[src/hw/rtl/ttd_pkg.sv]
// shared types and constants for the touch tap detector
`default_nettype none

package ttd_pkg;

	localparam int COORD_WIDTH = 16;
	localparam int POS_W       = 16;
	localparam int CFG_W       = 16;
	localparam int TIME_W      = 32;
	localparam int CFG_IDX_W   = 1;

	localparam logic [CFG_W-1:0] MOVE_SLOP_RST   = CFG_W'(24);
	localparam logic [CFG_W-1:0] MAX_HOLD_MS_RST = CFG_W'(1200);

	typedef enum logic [CFG_IDX_W-1:0] {
		REG_MOVE_SLOP   = 1'b0,
		REG_MAX_HOLD_MS = 1'b1
	} ttd_reg_t;

	typedef struct packed {
		logic [CFG_W-1:0] move_slop;
		logic [CFG_W-1:0] max_hold_ms;
	} ttd_cfg_t;

	typedef struct packed {
		logic                   touching;
		logic [COORD_WIDTH-1:0] x;
		logic [COORD_WIDTH-1:0] y;
		logic                   map_ok;
		logic [TIME_W-1:0]      now;
	} ttd_item_t;

endpackage

`default_nettype wire

[src/hw/rtl/touch_tap_detector.sv]
// top level of the touch tap detector
//
// Single-tap detector for a touch panel. One frame is taken per clock cycle
// while in_stall is low: a frame is registered on input, processed against the
// gesture state once it may advance, and a tap (if any) is written to the
// output register as that frame is processed, so throughput is one frame per
// cycle while the output side takes results. The output register is the only
// place a tap waits; in_stall rises only when a frame is pending and a tap is
// held by out_stall. Contact frames with map_ok low are dropped, release frames
// ignore position and map_ok. Config registers (0 move_slop, 1 max_hold_ms) are
// always ready and should be written only while no frame is in flight.
`default_nettype none

module touch_tap_detector
	import ttd_pkg::*;
(
	input  wire logic                 clk,
	input  wire logic                 arst_n,
	input  wire logic                 in_valid,
	output logic                      in_stall,
	input  wire logic                 touching,
	input  wire logic [POS_W-1:0]     pos_x,
	input  wire logic [POS_W-1:0]     pos_y,
	input  wire logic                 map_ok,
	input  wire logic [TIME_W-1:0]    now_ms,
	output logic                      out_valid,
	input  wire logic                 out_stall,
	output logic [POS_W-1:0]          tap_x,
	output logic [POS_W-1:0]          tap_y,
	input  wire logic                 cfg_valid,
	output logic                      cfg_ready,
	input  wire logic [CFG_IDX_W-1:0] cfg_index,
	input  wire logic [CFG_W-1:0]     cfg_data
);

	ttd_cfg_t               cfg;
	ttd_item_t              item_s1;
	logic                   valid_s1;
	logic                   advance;
	logic                   in_acc;
	logic                   hit;
	logic [COORD_WIDTH-1:0] hit_x;
	logic [COORD_WIDTH-1:0] hit_y;
	logic                   out_valid_q;
	logic [POS_W-1:0]       tap_x_q;
	logic [POS_W-1:0]       tap_y_q;

	assign cfg_ready = 1'b1;

	ttd_cfg u_cfg (
		.clk      (clk),
		.arst_n   (arst_n),
		.wr_en    (cfg_valid && cfg_ready),
		.wr_index (cfg_index),
		.wr_data  (cfg_data),
		.cfg      (cfg)
	);

	// frame moves on unless a tap is held in the output register
	assign advance  = valid_s1 && !(out_valid_q && out_stall);
	assign in_stall = valid_s1 && !advance;
	assign in_acc   = in_valid && !in_stall;

	always_ff @(posedge clk or negedge arst_n) begin
		if (!arst_n) begin
			valid_s1 <= 1'b0;
		end else begin
			valid_s1 <= in_acc || (valid_s1 && !advance);
		end
	end

	always_ff @(posedge clk) begin
		if (in_acc) begin
			item_s1.touching <= touching;
			item_s1.x        <= pos_x[COORD_WIDTH-1:0];
			item_s1.y        <= pos_y[COORD_WIDTH-1:0];
			item_s1.map_ok   <= map_ok;
			item_s1.now      <= now_ms;
		end
	end

	ttd_core u_core (
		.clk    (clk),
		.arst_n (arst_n),
		.fire   (advance),
		.item   (item_s1),
		.cfg    (cfg),
		.hit    (hit),
		.hit_x  (hit_x),
		.hit_y  (hit_y)
	);

	always_ff @(posedge clk or negedge arst_n) begin
		if (!arst_n) begin
			out_valid_q <= 1'b0;
		end else if (advance) begin
			out_valid_q <= hit;
		end else if (out_valid_q && !out_stall) begin
			out_valid_q <= 1'b0;
		end
	end

	always_ff @(posedge clk) begin
		if (advance && hit) begin
			tap_x_q <= POS_W'(hit_x);
			tap_y_q <= POS_W'(hit_y);
		end
	end

	assign out_valid = out_valid_q;
	assign tap_x     = tap_x_q;
	assign tap_y     = tap_y_q;

`ifndef SYNTHESIS
	a_stall_cause: assert property (@(posedge clk) disable iff (!arst_n)
		in_stall |-> (valid_s1 && out_valid_q && out_stall))
		else $error("input stalled without a held tap");

	a_tap_from_frame: assert property (@(posedge clk) disable iff (!arst_n)
		$rose(out_valid_q) |-> $past(advance && hit))
		else $error("tap appeared without a processed frame");

	a_held_tap_keeps: assert property (@(posedge clk) disable iff (!arst_n)
		(out_valid_q && out_stall) |=> (out_valid_q && $stable(tap_x_q) && $stable(tap_y_q)))
		else $error("held tap was lost or changed");
`endif

endmodule

`default_nettype wire

[src/hw/rtl/ttd_cfg.sv]
// configuration registers of the touch tap detector
`default_nettype none

module ttd_cfg
	import ttd_pkg::*;
(
	input  wire logic                 clk,
	input  wire logic                 arst_n,
	input  wire logic                 wr_en,
	input  wire logic [CFG_IDX_W-1:0] wr_index,
	input  wire logic [CFG_W-1:0]     wr_data,
	output ttd_cfg_t                  cfg
);

	ttd_cfg_t cfg_q;

	always_ff @(posedge clk or negedge arst_n) begin
		if (!arst_n) begin
			cfg_q.move_slop   <= MOVE_SLOP_RST;
			cfg_q.max_hold_ms <= MAX_HOLD_MS_RST;
		end else if (wr_en) begin
			unique case (ttd_reg_t'(wr_index))
				REG_MOVE_SLOP:   cfg_q.move_slop   <= wr_data;
				REG_MAX_HOLD_MS: cfg_q.max_hold_ms <= wr_data;
				default:         cfg_q             <= cfg_q;
			endcase
		end
	end

	assign cfg = cfg_q;

endmodule

`default_nettype wire

[src/hw/rtl/ttd_core.sv]
// gesture state and tap decision for one touch frame
`default_nettype none

module ttd_core
	import ttd_pkg::*;
(
	input  wire logic                   clk,
	input  wire logic                   arst_n,
	input  wire logic                   fire,
	input  wire ttd_item_t              item,
	input  wire ttd_cfg_t               cfg,
	output logic                        hit,
	output logic [COORD_WIDTH-1:0]      hit_x,
	output logic [COORD_WIDTH-1:0]      hit_y
);

	logic                   pressed_q;
	logic                   moved_q;
	logic [COORD_WIDTH-1:0] start_x_q;
	logic [COORD_WIDTH-1:0] start_y_q;
	logic [COORD_WIDTH-1:0] last_x_q;
	logic [COORD_WIDTH-1:0] last_y_q;
	logic [TIME_W-1:0]      start_time_q;

	logic [COORD_WIDTH-1:0] dx;
	logic [COORD_WIDTH-1:0] dy;
	logic                   far;
	logic [TIME_W-1:0]      held;
	logic                   contact;

	assign dx = (item.x > start_x_q) ? (item.x - start_x_q) : (start_x_q - item.x);
	assign dy = (item.y > start_y_q) ? (item.y - start_y_q) : (start_y_q - item.y);
	assign far = (CFG_W'(dx) > cfg.move_slop) || (CFG_W'(dy) > cfg.move_slop);
	assign held = item.now - start_time_q;
	assign contact = item.touching && item.map_ok;

	assign hit = fire && !item.touching && pressed_q && !moved_q
		&& (held < TIME_W'(cfg.max_hold_ms));
	assign hit_x = last_x_q;
	assign hit_y = last_y_q;

	always_ff @(posedge clk or negedge arst_n) begin
		if (!arst_n) begin
			pressed_q    <= 1'b0;
			moved_q      <= 1'b0;
			start_x_q    <= '0;
			start_y_q    <= '0;
			last_x_q     <= '0;
			last_y_q     <= '0;
			start_time_q <= '0;
		end else if (fire) begin
			if (contact) begin
				last_x_q <= item.x;
				last_y_q <= item.y;
				if (!pressed_q) begin
					pressed_q    <= 1'b1;
					moved_q      <= 1'b0;
					start_x_q    <= item.x;
					start_y_q    <= item.y;
					start_time_q <= item.now;
				end else if (far) begin
					moved_q <= 1'b1;
				end
			end else if (!item.touching) begin
				pressed_q <= 1'b0;
			end
		end
	end

`ifndef SYNTHESIS
	a_tap_needs_press: assert property (@(posedge clk) disable iff (!arst_n)
		hit |-> (pressed_q && !moved_q && !item.touching))
		else $error("tap without a clean press");

	a_contact_sets_press: assert property (@(posedge clk) disable iff (!arst_n)
		(fire && contact) |=> pressed_q)
		else $error("contact did not register a press");

	a_release_clears: assert property (@(posedge clk) disable iff (!arst_n)
		(fire && !item.touching) |=> !pressed_q)
		else $error("release did not clear the press");
`endif

endmodule

`default_nettype wire

[config.mk]
export PLATFORM = sky130hd
export DESIGN_NAME = touch_tap_detector
export DESIGN_NICKNAME = d
export VERILOG_FILES = /design/src/hw/rtl/ttd_pkg.sv /design/src/hw/rtl/touch_tap_detector.sv /design/src/hw/rtl/ttd_cfg.sv /design/src/hw/rtl/ttd_core.sv
export SDC_FILE = /design/constraint.sdc
export NUM_CORES = 1
export LEC_CHECK = 0
export BUFFER_PORTS_ARGS = -buffer_cell sky130_fd_sc_hd__buf_2
export CAP_MARGIN = 5
export CORE_MARGIN = 10
export CORE_UTILIZATION = 55
export DETAILED_ROUTE_END_ITERATION = 10
export PLACE_DENSITY = 0.75
export SLEW_MARGIN = 20
export SYNTH_ARGS = -nofsm -noshare
export SYNTH_HDL_FRONTEND = slang
export SYNTH_SLANG_ARGS = --single-unit
[constraint.sdc]
create_clock -name clk -period 19.45 [get_ports clk]
set_input_delay 3.89 -clock clk [delete_from_list [all_inputs] [get_ports clk]]
set_output_delay 3.89 -clock clk [all_outputs]
set_load 0.05 [all_outputs]
==> impl_results.md, run 1 <==
* Status: completed
* Multiplexer area fraction after synthesis at 0.0333
* # resized after CTS at 0
* Final period util at 0.427
* Commonest non-fill, non-tap cell in the layout: o21ai_0
* Clock sinks at 230
* Die area at 31,700 um^2
* Final setup margin at 11,140 ps
* Pleak at 0.00706 uW
* Most frequent cells in the layout: o21ai_0 (157), nand2_1 (156), inv_1 (147)
* Mapped Avg Cell Area at 9.99 um^2
* Ranking of synthesized cells by area: dfrtp_1 (23%), edfxtp_1 (21%), ha_1 (13%)
* Max reg flops at 66
* FP Rows at 57
* Initial DRC Count at 727
* Vias in the first global route at 10,364
* Post-Syn Instances at 1,374
* R2R Setup Slk at 14,350 ps
* Largest family of logic cells by synthesized area: compound AO/OA/AOI/OAI gates
* Chip width at 178 um
* WHS at 443 ps
* Worst EP arrival at 4420 ps
* Worst Path Max Fanout at 3
* CP Cell Sequence: buf_2 -> nand3_1 -> inv_1 -> buf_2
* Unrepaired setup endpoints after global routing: no
* Largest net degree at the start of global routing at 79
* Yosys cell types at 78
* Fmax at 120 MHz
* Post-CTS setup repair buffer count at 0
* Top Ports at 123
* Cts hold-fix bufs at 0
* Total grt overflow at 0
* CTS tree: yes
* Die H at 178 um
* DP Worst Slack at 11,140 ps
* Clock Latency Late Sink at 550 ps
* Compound-Gate Fraction of Synth Area at 0.179
* Ys flop type: dfrtp_1
* Via count at 10,103
* Synth Area in Adders at 0.135
* CORE AREA at 24,500 um^2
* Max-slew headroom at 0.367
* # diodes at 0
* Pwr dens at 136 nW/um^2
* Drt drc at 0
* CTS H-tree depth at 1
* CTS Root Buffer Type: clkbuf_16
* Hold path depth at 0
* Slowest-stage cell, CP: buf_2
* Data required, critical path at 15,560 ps
* Xor/xnor share of the synthesized area at 0.0332
* Max stage delay on crit path at 260 ps
* Final nets at 1,717
* Most used cell, CP: buf_2
* Final Wtd Congestion at 0.927
* YS warnings at 0
* Longest Clk Path Bufs at 3
* Simple-gate area share of the yosys netlist at 0.108
* Initial Utilization at 0.561
* Num CTS Buffers at 26
* Post-Syn Area at 13,700 um^2
* FF-to-FF path depth at 21
* P&R area growth vs syn at 12.7%
* Dpl hpwl at 23.5 mm
* Final hold viol count at 0
* Worst min path class: flip-flop to flip-flop
* Max_cap viols at 0
* Setup-failing EPs final at 0
* Antenna Violating Nets Remaining at 0
* Synth Net Count at 1,607
* Pwr Total at 2100 uW
* Wire per inst at 17.0 um
* Min Tclk post-route at 8310 ps
* CP endpoint kind: primary output
* Fin. max-slew vios at 0
* EDFF count, synth at 98
* Yosys top cell by area: dfrtp_1
* WL final at 31.0 mm
* Global-route wire length before repair at 51.5 mm
* Share of the synthesized area in the top cell type at 0.230
* Worst Setup Path Type: primary input to primary output
* Most flop-heavy register: item_s1
* Setup TNS at 0 ps
* Port Buffer Count at 121
* Clock Skew at 28.9 ps
* Vias per cell at 5.53
* Antenna violations before repair at 0
* Post-synthesis sequential area ratio at 0.456
* Asr flop ratio synth at 0.574
* Share of layout cells above drive strength 1 at 0.158
* VDD IR-drop max at 0.0000872 V
* Clock-pin slew on the worst setup and hold paths at 60 ps
* Gr usage total at 0.197
* DR pass1 iterations at 5
* Worst Tran Pin Value at 945 ps
* Yosys reg bits at 230
* CP Launch Type: primary input
through the flow:
stage,instances,area [um^2],utilization
after floorplan,1374,13700,-
after global placement,1779,14600,0.596
after detailed placement,1779,14600,0.596
after CTS,1827,15400,0.631
after global routing,1828,15500,0.632
final,1828,15500,0.632
synthesized netlist by cell type, types with 6 or more instances:
cell and instances:
o21ai_0 157, nand2b_1 10, inv_1 147, dfstp_2 6, o21ai_1 7, nor3_1 13, mux2_2 26, and3_1 6
mux2i_1 15, clkbuf_1 27, buf_2 14, o21a_1 12, nor2_1 36, a21oi_1 85, nor2b_1 14, nand4_1 20
or3_1 7, xor2_1 22, a21o_1 39, nand3_1 21, a21boi_0 8, o21bai_1 6, dfrtp_1 126, nand2_1 156
a211oi_1 15, and2_1 10, xnor2_1 30, ha_1 140, a31oi_1 7, edfxtp_1 98
metal layers:
metal  GRT usage  vias to the layer above  share of wire
li1            -                     5055              -
met3      0.0285                       52          0.042
met5           0                        -              0
met4      0.0538                        0          0.026
met2       0.344                      202           0.49
met1       0.250                     4794           0.45
path summary, 6_finish.rpt:
kind / start / end
setup / recovery: out_stall / in_stall
hold / removal: u_core.hit_y[15] / tap_y[15]
setup reg to reg: item_s1[0] / tap_y[10]
hold reg to reg: u_core.hit_y[15] / tap_y[15]
max in group asynchronous: arst_n / u_core.start_time_q[14]
min in group asynchronous: arst_n / u_core.hit_y[3]
final cells by class:
class | count | area, um^2
Clock buffer | 35 | 747
Clock inverter | 13 | 105
Fill cell | 1969 | 9000
Inverter | 148 | 556
Multi-Input combinational cell | 950 | 6720
Sequential cell | 230 | 6250
Tap cell | 324 | 405
Timing Repair Buffer | 128 | 677
report_power, final:
part / internal (uW) / switching [uW] / total (uW) / leakage (uW)
Clock: 284 / 198 / 482 / 0.000430
Combinational: 414 / 565 / 980 / 0.00409
Sequential: 594 / 42.2 / 636 / 0.00254
Total: 1290 / 806 / 2100 / 0.00706
worst max-delay path, delay by kind of cell:
kind | cells | cell delay, ps
AND/OR/NAND/NOR | 1 | 100
buffers and inverters | 3 | 440
cells by family after synthesis:
group | Yosys count
AOI/OAI and AO/OA | 396
muxes | 42
xor gates and xnor gates | 52
buffers and inverters | 194
other | 1
DFF | 230
and+or+nand+nor | 314
adders and majority gates | 145
Note: power is estimated with default switching activity, not from simulation.
==> run 2: changes to the inputs <==
PLACE_DENSITY = 0.78   (was 0.75)
clock period = 7.6 ns   (was 19.45 ns; I/O delays follow)
==> run 2 against run 1 <==
  * Core utilization fell by 0.38 points
  * Total power increased to 2.5 times the previous value
  * Die area did not move
  * Register-to-register slack got worse by 12000 ps
  * Clock power is 140% higher
  * First-iteration DRC count shrank 3.7%
  * Via count is 0.21% higher
  * Cell count shrank 0.22%
  * Sequential share of layout area is 0.25 points higher
  * Critical path depth up 17
  * Critical path type is now flip-flop to flip-flop
  * Largest power group unchanged
==> impl_results.md, run 2 (synthesis gave the netlist of run 1 again) <==
* Post-CTS setup repair buffer count at 0
* Total grt overflow at 0
* P&R area growth vs syn at 12.0%
* Pwr Total at 5290 uW
* Top Ports at 123
* Worst EP arrival at 5030 ps
* Chip width at 178 um
* Min Tclk post-route at 4850 ps
* Sequential Power Share at 0.308
* Setup-failing EPs final at 0
* Vias per cell at 5.55
* Via count at 10,124
* Max reg flops at 66
* Cts hold-fix bufs at 0
* CTS tree: yes
* Clock sinks at 230
* Longest Clk Path Bufs at 3
* Final period util at 0.639
* Commonest non-fill, non-tap cell in the layout: o21ai_0
* Net Sw Frac at 0.386
* # resized after CTS at 0
* Worst Tran Pin Value at 953 ps
* Final Core Density at 0.628
* Clock Latency Late Sink at 530 ps
* Die H at 178 um
* Max-slew headroom at 0.363
* Slowest-stage cell, CP: fa_1
* Num CTS Buffers at 25
* Final nets at 1,715
* Placed Area at 14,600 um^2
* WL final at 31.3 mm
* DP Worst Slack at 2770 ps
* Most flop-heavy register: item_s1
* CP endpoint kind: flip-flop
* Setup TNS at 0 ps
* Data required, critical path at 7780 ps
* Clock power frac at 0.218
* P_sw at 2040 uW
* Pint at 3250 uW
* CP Cell Sequence: inv_1 -> ha_1 -> inv_1 -> fa_1 -> a21oi_1 -> o211ai_1 -> a21oi_2 -> nor2_1 -> nor2_1 -> xnor2_1 -> ha_1 -> o21ai_0 -> nor2_1 -> a311oi_2 -> o21ai_1 -> or3_1 -> nor4_1 -> nor4b_2 -> nand4_1 -> nor3_2 -> buf_4
* Share of layout cells above drive strength 1 at 0.154
* Design Area, Final at 15,400 um^2
* Fin. max-slew vios at 0
* Global-route wire length before repair at 51.4 mm
* Antenna Violating Nets Remaining at 0
* Final setup margin at 2750 ps
* Dpl hpwl at 23.6 mm
* Unrepaired setup endpoints after global routing: no
* Max_cap viols at 0
* Clock-pin slew on the worst setup and hold paths at 60 ps
* Final hold viol count at 0
* CORE AREA at 24,500 um^2
* Status: completed
* Initial DRC Count at 700
* Most frequent cells in the layout: o21ai_0 (157), nand2_1 (156), inv_1 (147)
* Antenna violations before repair at 0
* Most used cell, CP: nor2_1
* Worst Path Max Fanout at 32
* VDD IR-drop max at 0.000213 V
* Initial Utilization at 0.561
* FP Rows at 57
* Final Wtd Congestion at 0.972
* Die area at 31,700 um^2
* Fmax at 206 MHz
* Gr usage total at 0.197
* Vias in the first global route at 10,236
* Drt drc at 0
* CP Launch Type: flip-flop
* Clock Skew at 20.8 ps
* Wire per inst at 17.2 um
* Pleak at 0.00700 uW
* Largest net degree at the start of global routing at 82
* Max stage delay on crit path at 410 ps
* # diodes at 0
* Port Buffer Count at 121
* CTS Root Buffer Type: clkbuf_16
* Pwr dens at 344 nW/um^2
* Worst min path class: flip-flop to flip-flop
* Worst Setup Path Type: flip-flop to flip-flop
* Logic pwr share at 0.474
* CTS H-tree depth at 1
* DR pass1 iterations at 5
run 2: cell count changes in the layout (fill, tap and decap cells not counted), sizes merged:
cell / previous run / this run
buf: 128 / 127
clkinv: 8 / 5
clkinvlp: 0 / 2
inv: 152 / 150
run 2: final timing paths:
kind,from,to,slack [ps],cells after the start
setup / recovery,item_s1[0],tap_y[3],2750,21
hold / removal,u_core.hit_x[7],tap_x[7],450,0
setup reg to reg,item_s1[0],tap_y[3],2750,21
hold reg to reg,u_core.hit_x[7],tap_x[7],450,0
max in group asynchronous,arst_n,u_core.start_time_q[6],5080,2
min in group asynchronous,arst_n,u_core.hit_y[1],1050,1
run 2: power groups by stage:
stage	Sequential (uW)	Combinational, uW	Clock (uW)
4_1_cts	1630	2500	1180
3_3_place_gp	1640	2420	0
3_5_place_dp	1650	2480	0
2_1_floorplan	1610	1940	0
5_1_grt	1650	2850	1240
6_report	1630	2510	1160
run 2: worst max-delay path: cells and delay by family (launching register included):
| kind | cells | cell delay [ps] |
|---|---|---|
| xor gates and xnor gates | 1 | 140 |
| AOI/OAI and AO/OA | 6 | 1160 |
| adders and majority gates | 3 | 850 |
| buffers and inverters | 3 | 540 |
| DFF | 1 | 350 |
| and+or+nand+nor | 8 | 1440 |
run 2: layer usage:
| metal | track usage | share of wire |
|---|---|---|
| met1 | 0.251 | 0.44 |
| met2 | 0.338 | 0.48 |
| met3 | 0.0310 | 0.050 |
| met4 | 0.0580 | 0.029 |
| met5 | 0 | 0 |
run 2: stage by stage:
stage,cells,hold WS (ps)
3_5_place_dp,1779,434
2_1_floorplan,1374,419
4_1_cts,1824,448
3_3_place_gp,1779,425
6_report,1824,447
5_1_grt,1824,456
run 2: final cells by class:
cell class / count / area [um^2]
fillers: 1960 / 9090
flip-flops and latches: 230 / 6250
inverters: 148 / 556
clock buffers: 35 / 693
multi-input cells: 950 / 6720
clock inverters: 10 / 88.8
repair buffers: 127 / 653
well taps: 324 / 405
